File: config.mk
export PLATFORM = sky130hd
export DESIGN_NAME = vertex_shader_instruction_decode_core
export DESIGN_NICKNAME = d
export VERILOG_FILES = /design/src/hdl/vsid_pkg.sv /design/src/hdl/vsid_field_extract.sv /design/src/hdl/vsid_operand_build.sv /design/src/hdl/vsid_slot_pack.sv /design/src/hdl/vertex_shader_instruction_decode_core.sv
export SDC_FILE = /design/constraint.sdc
export NUM_CORES = 1
export LEC_CHECK = 0
export ABC_AREA = 1
export BUFFER_PORTS_ARGS = -buffer_cell sky130_fd_sc_hd__buf_2
export CAP_MARGIN = 20
export CELL_PAD_IN_SITES_DETAIL_PLACEMENT = 0
export CELL_PAD_IN_SITES_GLOBAL_PLACEMENT = 2
export CORE_MARGIN = 2
export CORE_UTILIZATION = 42
export DETAILED_ROUTE_END_ITERATION = 6
export PLACE_DENSITY = 0.87
export SLEW_MARGIN = 20
export SYNTH_ARGS = -nofsm -noshare
export SYNTH_HDL_FRONTEND = slang
export SYNTH_SLANG_ARGS = --single-unit
File: constraint.sdc
create_clock -name clk -period 19.07 [get_ports clk]
set_input_delay 2.8605 -clock clk [delete_from_list [all_inputs] [get_ports clk]]
set_output_delay 2.8605 -clock clk [all_outputs]
set_load 0.05 [all_outputs]
File: src/hdl/vsid_pkg.sv
// ----------------------------------------------------------------------------
// vsid_pkg
// Types and constants shared by the vertex-program instruction decoder stages.
// ----------------------------------------------------------------------------
package vsid_pkg;

  localparam int WORD_W   = 32;
  localparam int ADDR_W   = 9;
  localparam int DESC_W   = 20;
  localparam int SLOTS    = 3;
  localparam int IN_W     = 96;
  localparam int OUT_W    = 128;

  // Vector opcodes that matter to the decoder.
  localparam logic [3:0] MAC_NONE = 4'd0;
  localparam logic [3:0] MAC_MUL  = 4'd2;
  localparam logic [3:0] MAC_ADD  = 4'd3;
  localparam logic [3:0] MAC_MAD  = 4'd4;
  localparam logic [3:0] MAC_SGE  = 4'd12;
  localparam logic [3:0] MAC_ARL  = 4'd13;

  localparam logic [2:0] ILU_NONE = 3'd0;

  // Operand multiplexer codes.
  localparam logic [1:0] MUX_BAD   = 2'd0;
  localparam logic [1:0] MUX_TEMP  = 2'd1;
  localparam logic [1:0] MUX_INPUT = 2'd2;
  localparam logic [1:0] MUX_CONST = 2'd3;

  // Destination kinds of the vector unit.
  localparam logic [1:0] DEST_NONE = 2'd0;
  localparam logic [1:0] DEST_TEMP = 2'd1;
  localparam logic [1:0] DEST_ADDR = 2'd2;

  // Raw operand fields as found in the instruction.
  typedef struct packed {
    logic [1:0] mux;
    logic       neg;
    logic [7:0] swz;
    logic [3:0] reg_idx;
  } raw_opnd_t;

  // Stage one: fields pulled out of the instruction words.
  typedef struct packed {
    logic [3:0]        mac_op;
    logic              mac_ok;
    logic              bad_mac;
    logic              paired;
    logic              need_b;
    logic              need_c;
    logic [2:0]        ilu_op;
    logic [ADDR_W-1:0] cst;
    logic [3:0]        vin;
    raw_opnd_t         a;
    raw_opnd_t         b;
    raw_opnd_t         c;
    logic [3:0]        rout;
    logic [3:0]        mac_mask;
    logic [3:0]        ilu_mask;
    logic [14:0]       out_dest;
    logic              uses_addr_index;
    logic              is_final;
  } fields_t;

  // Stage two: operand descriptors and destinations.
  typedef struct packed {
    logic [3:0]        mac_op;
    logic              mac_ok;
    logic              bad_mac;
    logic              need_b;
    logic              need_c;
    logic [9:0]        mac_dest;
    logic [DESC_W-1:0] opa;
    logic [DESC_W-1:0] opb;
    logic [DESC_W-1:0] opc;
    logic              a_bad;
    logic              b_bad;
    logic              c_bad;
    logic [2:0]        ilu_op;
    logic [7:0]        ilu_dest;
    logic [14:0]       out_dest;
    logic              uses_addr_index;
    logic              is_final;
  } opnds_t;

  // Final decoded instruction.
  typedef struct packed {
    logic [3:0]              mac_opcode;
    logic [9:0]              mac_dest;
    logic [1:0]              mac_operand_count;
    logic [SLOTS*DESC_W-1:0] mac_operands;
    logic [2:0]              ilu_opcode;
    logic [7:0]              ilu_dest;
    logic [DESC_W-1:0]       ilu_operand;
    logic [14:0]             out_dest;
    logic                    uses_addr_index;
    logic                    is_final;
    logic                    bad_mac;
    logic                    bad_mux;
  } result_t;

endpackage

File: src/hdl/vsid_field_extract.sv
// ----------------------------------------------------------------------------
// vsid_field_extract
// First pipeline stage: splits the instruction words into fields and
// classifies the vector opcode.
// ----------------------------------------------------------------------------
module vsid_field_extract (
  input  logic                 clk,
  input  logic                 rst,
  input  logic                 in_valid,
  output logic                 in_ready,
  input  logic [31:0]          word_one,
  input  logic [31:0]          word_two,
  input  logic [31:0]          word_three,
  output logic                 out_valid,
  input  logic                 out_ready,
  output vsid_pkg::fields_t    out_data
);
  import vsid_pkg::*;

  fields_t nxt;
  logic    valid;

  always_comb begin
    nxt = '0;
    nxt.ilu_op   = word_one[27:25];
    nxt.mac_op   = word_one[24:21];
    nxt.mac_ok   = (nxt.mac_op != MAC_NONE) && (nxt.mac_op <= MAC_ARL);
    nxt.bad_mac  = nxt.mac_op > MAC_ARL;
    nxt.paired   = (nxt.mac_op != MAC_NONE) && (nxt.ilu_op != ILU_NONE);
    nxt.need_b   = (nxt.mac_op == MAC_MUL) ||
                   ((nxt.mac_op >= MAC_MAD) && (nxt.mac_op <= MAC_SGE));
    nxt.need_c   = (nxt.mac_op == MAC_ADD) || (nxt.mac_op == MAC_MAD);
    // The constant index rebases to -96..159 by a plain subtraction mod 512.
    nxt.cst      = {1'b0, word_one[20:13]} - ADDR_W'(96);
    nxt.vin      = word_one[12:9];
    nxt.a        = '{mux: word_two[27:26], neg: word_one[8], swz: word_one[7:0],
                     reg_idx: word_two[31:28]};
    nxt.b        = '{mux: word_two[12:11], neg: word_two[25], swz: word_two[24:17],
                     reg_idx: word_two[16:13]};
    nxt.c        = '{mux: word_three[29:28], neg: word_two[10], swz: word_two[9:2],
                     reg_idx: {word_two[1:0], word_three[31:30]}};
    nxt.rout     = word_three[23:20];
    nxt.mac_mask = word_three[27:24];
    nxt.ilu_mask = word_three[19:16];
    nxt.out_dest[0]    = word_three[11];
    nxt.out_dest[9:1]  = word_three[11] ? {5'b0, word_three[6:3]}
                                        : ({1'b0, word_three[10:3]} - ADDR_W'(96));
    nxt.out_dest[13:10] = word_three[15:12];
    nxt.out_dest[14]    = word_three[2];
    nxt.uses_addr_index = word_three[1];
    nxt.is_final        = word_three[0];
  end

  assign in_ready  = !valid || out_ready;
  assign out_valid = valid;

  always_ff @(posedge clk) begin
    if (rst) begin
      valid <= 1'b0;
    end else if (in_ready) begin
      valid <= in_valid;
    end
  end

  always_ff @(posedge clk) begin
    if (in_ready && in_valid) begin
      out_data <= nxt;
    end
  end

endmodule

File: src/hdl/vsid_operand_build.sv
// ----------------------------------------------------------------------------
// vsid_operand_build
// Second pipeline stage: builds the operand descriptors and the vector and
// scalar destinations.
// ----------------------------------------------------------------------------
module vsid_operand_build (
  input  logic                 clk,
  input  logic                 rst,
  input  logic                 in_valid,
  output logic                 in_ready,
  input  vsid_pkg::fields_t    in_data,
  output logic                 out_valid,
  input  logic                 out_ready,
  output vsid_pkg::opnds_t     out_data
);
  import vsid_pkg::*;

  opnds_t nxt;
  logic   valid;

  // Selects the address by mux, repacks the swizzle with x in the low bits.
  function automatic logic [DESC_W-1:0] build_desc(raw_opnd_t op,
                                                    logic [3:0] vin,
                                                    logic [ADDR_W-1:0] cst);
    logic [ADDR_W-1:0] addr;
    logic [7:0]        swz;
    addr = '0;
    unique case (op.mux)
      MUX_TEMP:  addr = {5'b0, op.reg_idx};
      MUX_INPUT: addr = {5'b0, vin};
      MUX_CONST: addr = cst;
      default:   addr = '0;
    endcase
    swz = {op.swz[1:0], op.swz[3:2], op.swz[5:4], op.swz[7:6]};
    return {swz, op.neg, addr, op.mux};
  endfunction

  always_comb begin
    nxt = '0;
    nxt.mac_ok  = in_data.mac_ok;
    nxt.bad_mac = in_data.bad_mac;
    nxt.need_b  = in_data.need_b;
    nxt.need_c  = in_data.need_c;
    nxt.mac_op  = in_data.mac_ok ? in_data.mac_op : MAC_NONE;
    if (!in_data.mac_ok || (in_data.paired && in_data.rout == 4'd1)) begin
      nxt.mac_dest = '0;
    end else if (in_data.mac_op == MAC_ARL) begin
      nxt.mac_dest = {4'b1000, 4'd0, DEST_ADDR};
    end else begin
      nxt.mac_dest = {in_data.mac_mask, in_data.rout, DEST_TEMP};
    end
    nxt.opa   = build_desc(in_data.a, in_data.vin, in_data.cst);
    nxt.opb   = build_desc(in_data.b, in_data.vin, in_data.cst);
    nxt.opc   = build_desc(in_data.c, in_data.vin, in_data.cst);
    nxt.a_bad = in_data.a.mux == MUX_BAD;
    nxt.b_bad = in_data.b.mux == MUX_BAD;
    nxt.c_bad = in_data.c.mux == MUX_BAD;
    nxt.ilu_op = in_data.ilu_op;
    if (in_data.ilu_op != ILU_NONE) begin
      nxt.ilu_dest = {in_data.ilu_mask, in_data.paired ? 4'd1 : in_data.rout};
    end else begin
      nxt.ilu_dest = '0;
    end
    nxt.out_dest        = in_data.out_dest;
    nxt.uses_addr_index = in_data.uses_addr_index;
    nxt.is_final        = in_data.is_final;
  end

  assign in_ready  = !valid || out_ready;
  assign out_valid = valid;

  always_ff @(posedge clk) begin
    if (rst) begin
      valid <= 1'b0;
    end else if (in_ready) begin
      valid <= in_valid;
    end
  end

  always_ff @(posedge clk) begin
    if (in_ready && in_valid) begin
      out_data <= nxt;
    end
  end

endmodule

File: src/hdl/vsid_slot_pack.sv
// ----------------------------------------------------------------------------
// vsid_slot_pack
// Third pipeline stage: places the operands into slots from slot zero upward,
// counts them and gathers the bad-mux flag.
// ----------------------------------------------------------------------------
module vsid_slot_pack (
  input  logic                 clk,
  input  logic                 rst,
  input  logic                 in_valid,
  output logic                 in_ready,
  input  vsid_pkg::opnds_t     in_data,
  output logic                 out_valid,
  input  logic                 out_ready,
  output vsid_pkg::result_t    out_data
);
  import vsid_pkg::*;

  result_t nxt;
  logic    valid;
  logic    ilu_on;

  always_comb begin
    nxt    = '0;
    ilu_on = in_data.ilu_op != ILU_NONE;
    nxt.mac_opcode = in_data.mac_op;
    nxt.mac_dest   = in_data.mac_dest;
    if (in_data.mac_ok) begin
      nxt.mac_operands[DESC_W-1:0] = in_data.opa;
      if (in_data.need_b) begin
        nxt.mac_operands[2*DESC_W-1:DESC_W] = in_data.opb;
        if (in_data.need_c) begin
          nxt.mac_operands[3*DESC_W-1:2*DESC_W] = in_data.opc;
        end
      end else if (in_data.need_c) begin
        nxt.mac_operands[2*DESC_W-1:DESC_W] = in_data.opc;
      end
      nxt.mac_operand_count = 2'd1 + 2'(in_data.need_b) + 2'(in_data.need_c);
    end
    nxt.ilu_opcode  = in_data.ilu_op;
    nxt.ilu_dest    = in_data.ilu_dest;
    nxt.ilu_operand = ilu_on ? in_data.opc : '0;
    nxt.out_dest        = in_data.out_dest;
    nxt.uses_addr_index = in_data.uses_addr_index;
    nxt.is_final        = in_data.is_final;
    nxt.bad_mac         = in_data.bad_mac;
    nxt.bad_mux = (in_data.mac_ok && (in_data.a_bad ||
                                      (in_data.need_b && in_data.b_bad) ||
                                      (in_data.need_c && in_data.c_bad))) ||
                  (ilu_on && in_data.c_bad);
  end

  assign in_ready  = !valid || out_ready;
  assign out_valid = valid;

  always_ff @(posedge clk) begin
    if (rst) begin
      valid <= 1'b0;
    end else if (in_ready) begin
      valid <= in_valid;
    end
  end

  always_ff @(posedge clk) begin
    if (in_ready && in_valid) begin
      out_data <= nxt;
    end
  end

endmodule

File: src/hdl/vertex_shader_instruction_decode_core.sv
// ----------------------------------------------------------------------------
// vertex_shader_instruction_decode_core
// Data path: an instruction is registered in stage one, stage two and stage
// three in that order; the stage three register drives the master side.
// Throughput: one instruction per cycle unless m_tready stalls; each of the
// three register stages holds one instruction and advances when the next has room.
// Reset: synchronous rst empties all three stages; payload is not cleared.
// ----------------------------------------------------------------------------
module vertex_shader_instruction_decode_core (
  input  logic         clk,
  input  logic         rst,
  // Slave side: one instruction per transfer.
  input  logic         s_tvalid,
  output logic         s_tready,
  // s_tdata from bit 0 up: word_one[31:0], word_two[63:32], word_three[95:64].
  input  logic [95:0]  s_tdata,
  // Master side: one decoded instruction per transfer.
  output logic         m_tvalid,
  input  logic         m_tready,
  // m_tdata from bit 0 up: mac_opcode[3:0], mac_dest[13:4],
  // mac_operand_count[15:14], mac_operands[75:16], ilu_opcode[78:76],
  // ilu_dest[86:79], ilu_operand[106:87], out_dest[121:107],
  // uses_addr_index[122], is_final[123], bad_mac[124], bad_mux[125],
  // zero fill[127:126].
  output logic [127:0] m_tdata
);
  import vsid_pkg::*;

  // Stage handshakes. Each stage is ready when it is empty or when the stage
  // after it takes its contents in the same cycle, so a stall ripples back
  // without dropping or duplicating a transfer.
  fields_t f_data;
  opnds_t  o_data;
  result_t r_data;
  logic    f_valid, f_ready;
  logic    o_valid, o_ready;

  // Stage one: field extraction, constant rebasing, opcode classification.
  vsid_field_extract u_extract (
    .clk        (clk),
    .rst        (rst),
    .in_valid   (s_tvalid),
    .in_ready   (s_tready),
    .word_one   (s_tdata[31:0]),
    .word_two   (s_tdata[63:32]),
    .word_three (s_tdata[95:64]),
    .out_valid  (f_valid),
    .out_ready  (f_ready),
    .out_data   (f_data)
  );

  // Stage two: operand descriptors and destinations, including the rule
  // that a paired vector op writing R1 is dropped and a paired scalar op
  // always writes R1.
  vsid_operand_build u_build (
    .clk       (clk),
    .rst       (rst),
    .in_valid  (f_valid),
    .in_ready  (f_ready),
    .in_data   (f_data),
    .out_valid (o_valid),
    .out_ready (o_ready),
    .out_data  (o_data)
  );

  // Stage three: slot packing, operand count and the bad-mux flag. Its
  // register is the output register of the block.
  vsid_slot_pack u_pack (
    .clk       (clk),
    .rst       (rst),
    .in_valid  (o_valid),
    .in_ready  (o_ready),
    .in_data   (o_data),
    .out_valid (m_tvalid),
    .out_ready (m_tready),
    .out_data  (r_data)
  );

  // Pack the result onto the master bus, first field in the lowest bits.
  assign m_tdata = {2'b00,
                    r_data.bad_mux,
                    r_data.bad_mac,
                    r_data.is_final,
                    r_data.uses_addr_index,
                    r_data.out_dest,
                    r_data.ilu_operand,
                    r_data.ilu_dest,
                    r_data.ilu_opcode,
                    r_data.mac_operands,
                    r_data.mac_operand_count,
                    r_data.mac_dest,
                    r_data.mac_opcode};

endmodule

==> impl_metrics.ini <==
[timing]
fin_crit_sh_pct = 33.16
final-setup-viol-count = 0
final.setup.tns_ns = 0
fmax_ghz = 0.1581
rsz0062_at_grt = false
worst_slew_pin_slew_ns = 0.9829
hold_violations = 0
skew_ns = 0.006902
report.final.slew_viol_count = 0
timing.final.crit_period_ns = 6.324
remaining_max_slew_budget_at_the_tightest_pin_pct = 34.31

[floorplanning]
floorplan.die_area_mm2 = 0.02933
die_height_um = 171.3
ioPinCount = 230
placeableCoreArea_mm2 = 0.02763
placement_rows = 61
die_width_um = 171.3
initial_core_util_pct = 42.53

[finish]
nFillCells = 2361
stdcell_count = 1362
area.sequential_mm2 = 0.01009
area_growth_pct = 22.19
mostFrequentLayoutCells = sky130_fd_sc_hd__edfxtp_1, sky130_fd_sc_hd__buf_2, sky130_fd_sc_hd__nor2_1
final_layout_size_suffix_gt1_share_pct = 31.19
layout.cell_area.non_filler_mm2 = 0.01436
final_net_count = 1058
multi_input_area_mm2 = 0.001219
leading_cell_type_in_the_layout_fill_and_taps_excluded = sky130_fd_sc_hd__edfxtp_1

[synthesis]
warning_count_from_the_yosys_run = 0
yosysSeqAreaShare_pct = 85.86
post_synth_instance_area_mm2 = 0.01175
yosys.area.top_type = sky130_fd_sc_hd__edfxtp_1
postSynth.asyncResetShare_pct = 0
syn_inst = 704
synth_enable_flop_cells = 334
synth.avg_cell_area_um2 = 16.69
synth-seq-cells = 337
netlist.area_leader.share_pct = 85.35
synth-main-ff-cell = sky130_fd_sc_hd__edfxtp_1
synth.top_cells.by_area = sky130_fd_sc_hd__edfxtp_1, sky130_fd_sc_hd__nor2_1, sky130_fd_sc_hd__inv_1, sky130_fd_sc_hd__nand2_1, sky130_fd_sc_hd__nand3_1
post_synth_num_cell_types = 27

[route]
dr_total_vias = 6019
drt_drc_violations_left = 0
wl_per_cell_um = 15.61
avgViaCountPerCell = 4.419
ant_nets_after_route = 0
drt_first_iter_violations = 334
finalWirelength_um = 21260
dr.pass1.iters = 4

[hold_path]
worst_hold_startpoint = u_build.out_data[106]$_SDFFCE_PN0P_
min_delay_worst_endpoint = u_pack.out_data[123]$_DFFE_PP_
min_delay_path_depth = 0
min-delay-path-class = register to register

[critical_path]
r2r_start = u_build.out_valid$_SDFFE_PP0P_
endpoint_kind = output port
worstSetupStartpointType = input port
crit_required_ns = 16.21
crit_fanout = 4
setup.reg_to_reg.worst_slack_ns = 16.21
timing.setup.critical_path_class = input port to output port
rr_worst_depth = 4
data_arrival_at_the_endpoint_of_the_critical_path_ns = 3.46
reg2reg_to = u_pack.out_data[13]$_DFFE_PP_

[placement]
standard_cell_area_after_detailed_placement_mm2 = 0.01331
dpl.cell_count = 1295
place.gp.congestion = 0.7498
place.detailed.hpwl_um = 14360
place.port_buffers = 223

[clock_network]
clock-sinks = 337
tritoncts = built
cts-resized-gates = 0
latest_clock_arrival_within_the_worst_skew_pair_ns = 0.50
hold_buffers = 0
clock_tree.htree_level_count = 2
cts_root_buffer = sky130_fd_sc_hd__clkbuf_16
clk_pin_slew_worst_paths_ns = 0.06
tritoncts.num_buffers = 36
post_cts.repair.setup_buffers = 0
clock_tree.buffer_depth = 3

[global_routing]
grtUsageTotal_pct = 14.57
grt_start_max_net_pins = 69
overflow = 0
number_of_global_route_vias_before_repair = 5924
grt_first_pass_wirelength_um = 32530
initial_antenna_violation_count = 3

[run_status]
status = complete, no violations

[power]
power_density_mw_per_mm2 = 109.1
p_leak_uw = 0.005605
vdd.ir_drop.worst_mv = 0.05129

[job]
maximum_capacitance_violations = 0
==> worst max-delay path, cell delays in order <==
cell and delay, ns:
sky130_fd_sc_hd__buf_2 0.10, sky130_fd_sc_hd__inv_2 0.08, sky130_fd_sc_hd__nand4_1 0.15, sky130_fd_sc_hd__buf_2 0.26
==> cells by family after synthesis <==
family,synth area share [%]
fa+ha+maj,0.3195
xor+xnor,0.1491
buf+inv,3.897
simple gates,7.240
compound gates,2.502
other cells,0.03191
flops,85.86
==> area by class of cell <==
cell class | instances | share of cell area, %
inverter | 95 | 2.544
clock buffer | 46 | 6.683
multi-input combinational | 256 | 8.487
sequential | 337 | 70.27
clock inverter | 18 | 0.5838
antenna | 3 | 0.05228
timing repair buffer | 229 | 8.086
tap | 378 | 3.294
==> cell usage after synthesis, types with 5 or more instances <==
master / count
sky130_fd_sc_hd__inv_2: 12
sky130_fd_sc_hd__o21ai_2: 10
sky130_fd_sc_hd__o21ai_1: 10
sky130_fd_sc_hd__inv_1: 80
sky130_fd_sc_hd__buf_2: 12
sky130_fd_sc_hd__a21oi_1: 7
sky130_fd_sc_hd__buf_4: 5
sky130_fd_sc_hd__edfxtp_1: 334
sky130_fd_sc_hd__nor2_1: 87
sky130_fd_sc_hd__nand2_1: 74
sky130_fd_sc_hd__o211ai_1: 12
sky130_fd_sc_hd__nand3_1: 35
==> metrics by stage <==
step / util, % / hold WS [ns] / setup WS, ns / power (µW)
2_1_floorplan: - / 0.4003 / 9.492 / 939.5
3_3_place_gp: 48.17 / 0.4006 / 12.75 / 966.3
3_5_place_dp: 48.17 / 0.4045 / 12.75 / 969.0
4_1_cts: 51.94 / 0.4150 / 12.74 / 1588
5_1_grt: 51.97 / 0.4188 / 12.70 / 1626
6_report: 51.97 / 0.4125 / 12.75 / 1566
==> flip-flops by register name, summed over array words and instances (netlist names) <==
register             flops
u_extract.out_valid      1
u_pack.out_valid         1
u_pack.out_data        126
u_build.out_valid        1
u_build.out_data       109
u_extract.out_data      99
==> metal layers <==
metal	GRT usage [%]	wire [µm]	up-vias	part of all wire, %
li1	-	-	3001	-
met1	18.97	8964	2814	42
met2	23.84	10600	168	50
met3	3.359	1122	36	5.3
met4	5.785	578	0	2.7
met5	0	0	-	0
==> report_power, final <==
part | total, µW | internal (µW) | switching [µW]
sequential | 863 | 852 | 11.6
combinational | 88.2 | 21.2 | 67.0
clock | 614 | 355 | 260
total | 1570 | 1230 | 338
==> how the worst max path moves through the flow <==
stage,start,end,slack (ns),depth (start not counted)
5_1_grt,m_tready,s_tready,12.70,4
6_report,m_tready,s_tready,12.75,4
3_3_place_gp,m_tready,s_tready,12.75,4
3_5_place_dp,m_tready,s_tready,12.75,4
4_1_cts,m_tready,s_tready,12.74,4
2_1_floorplan,m_tready,u_pack.out_data[0]$_DFFE_PP_,9.49,2
(Power assumes the default switching activity.)
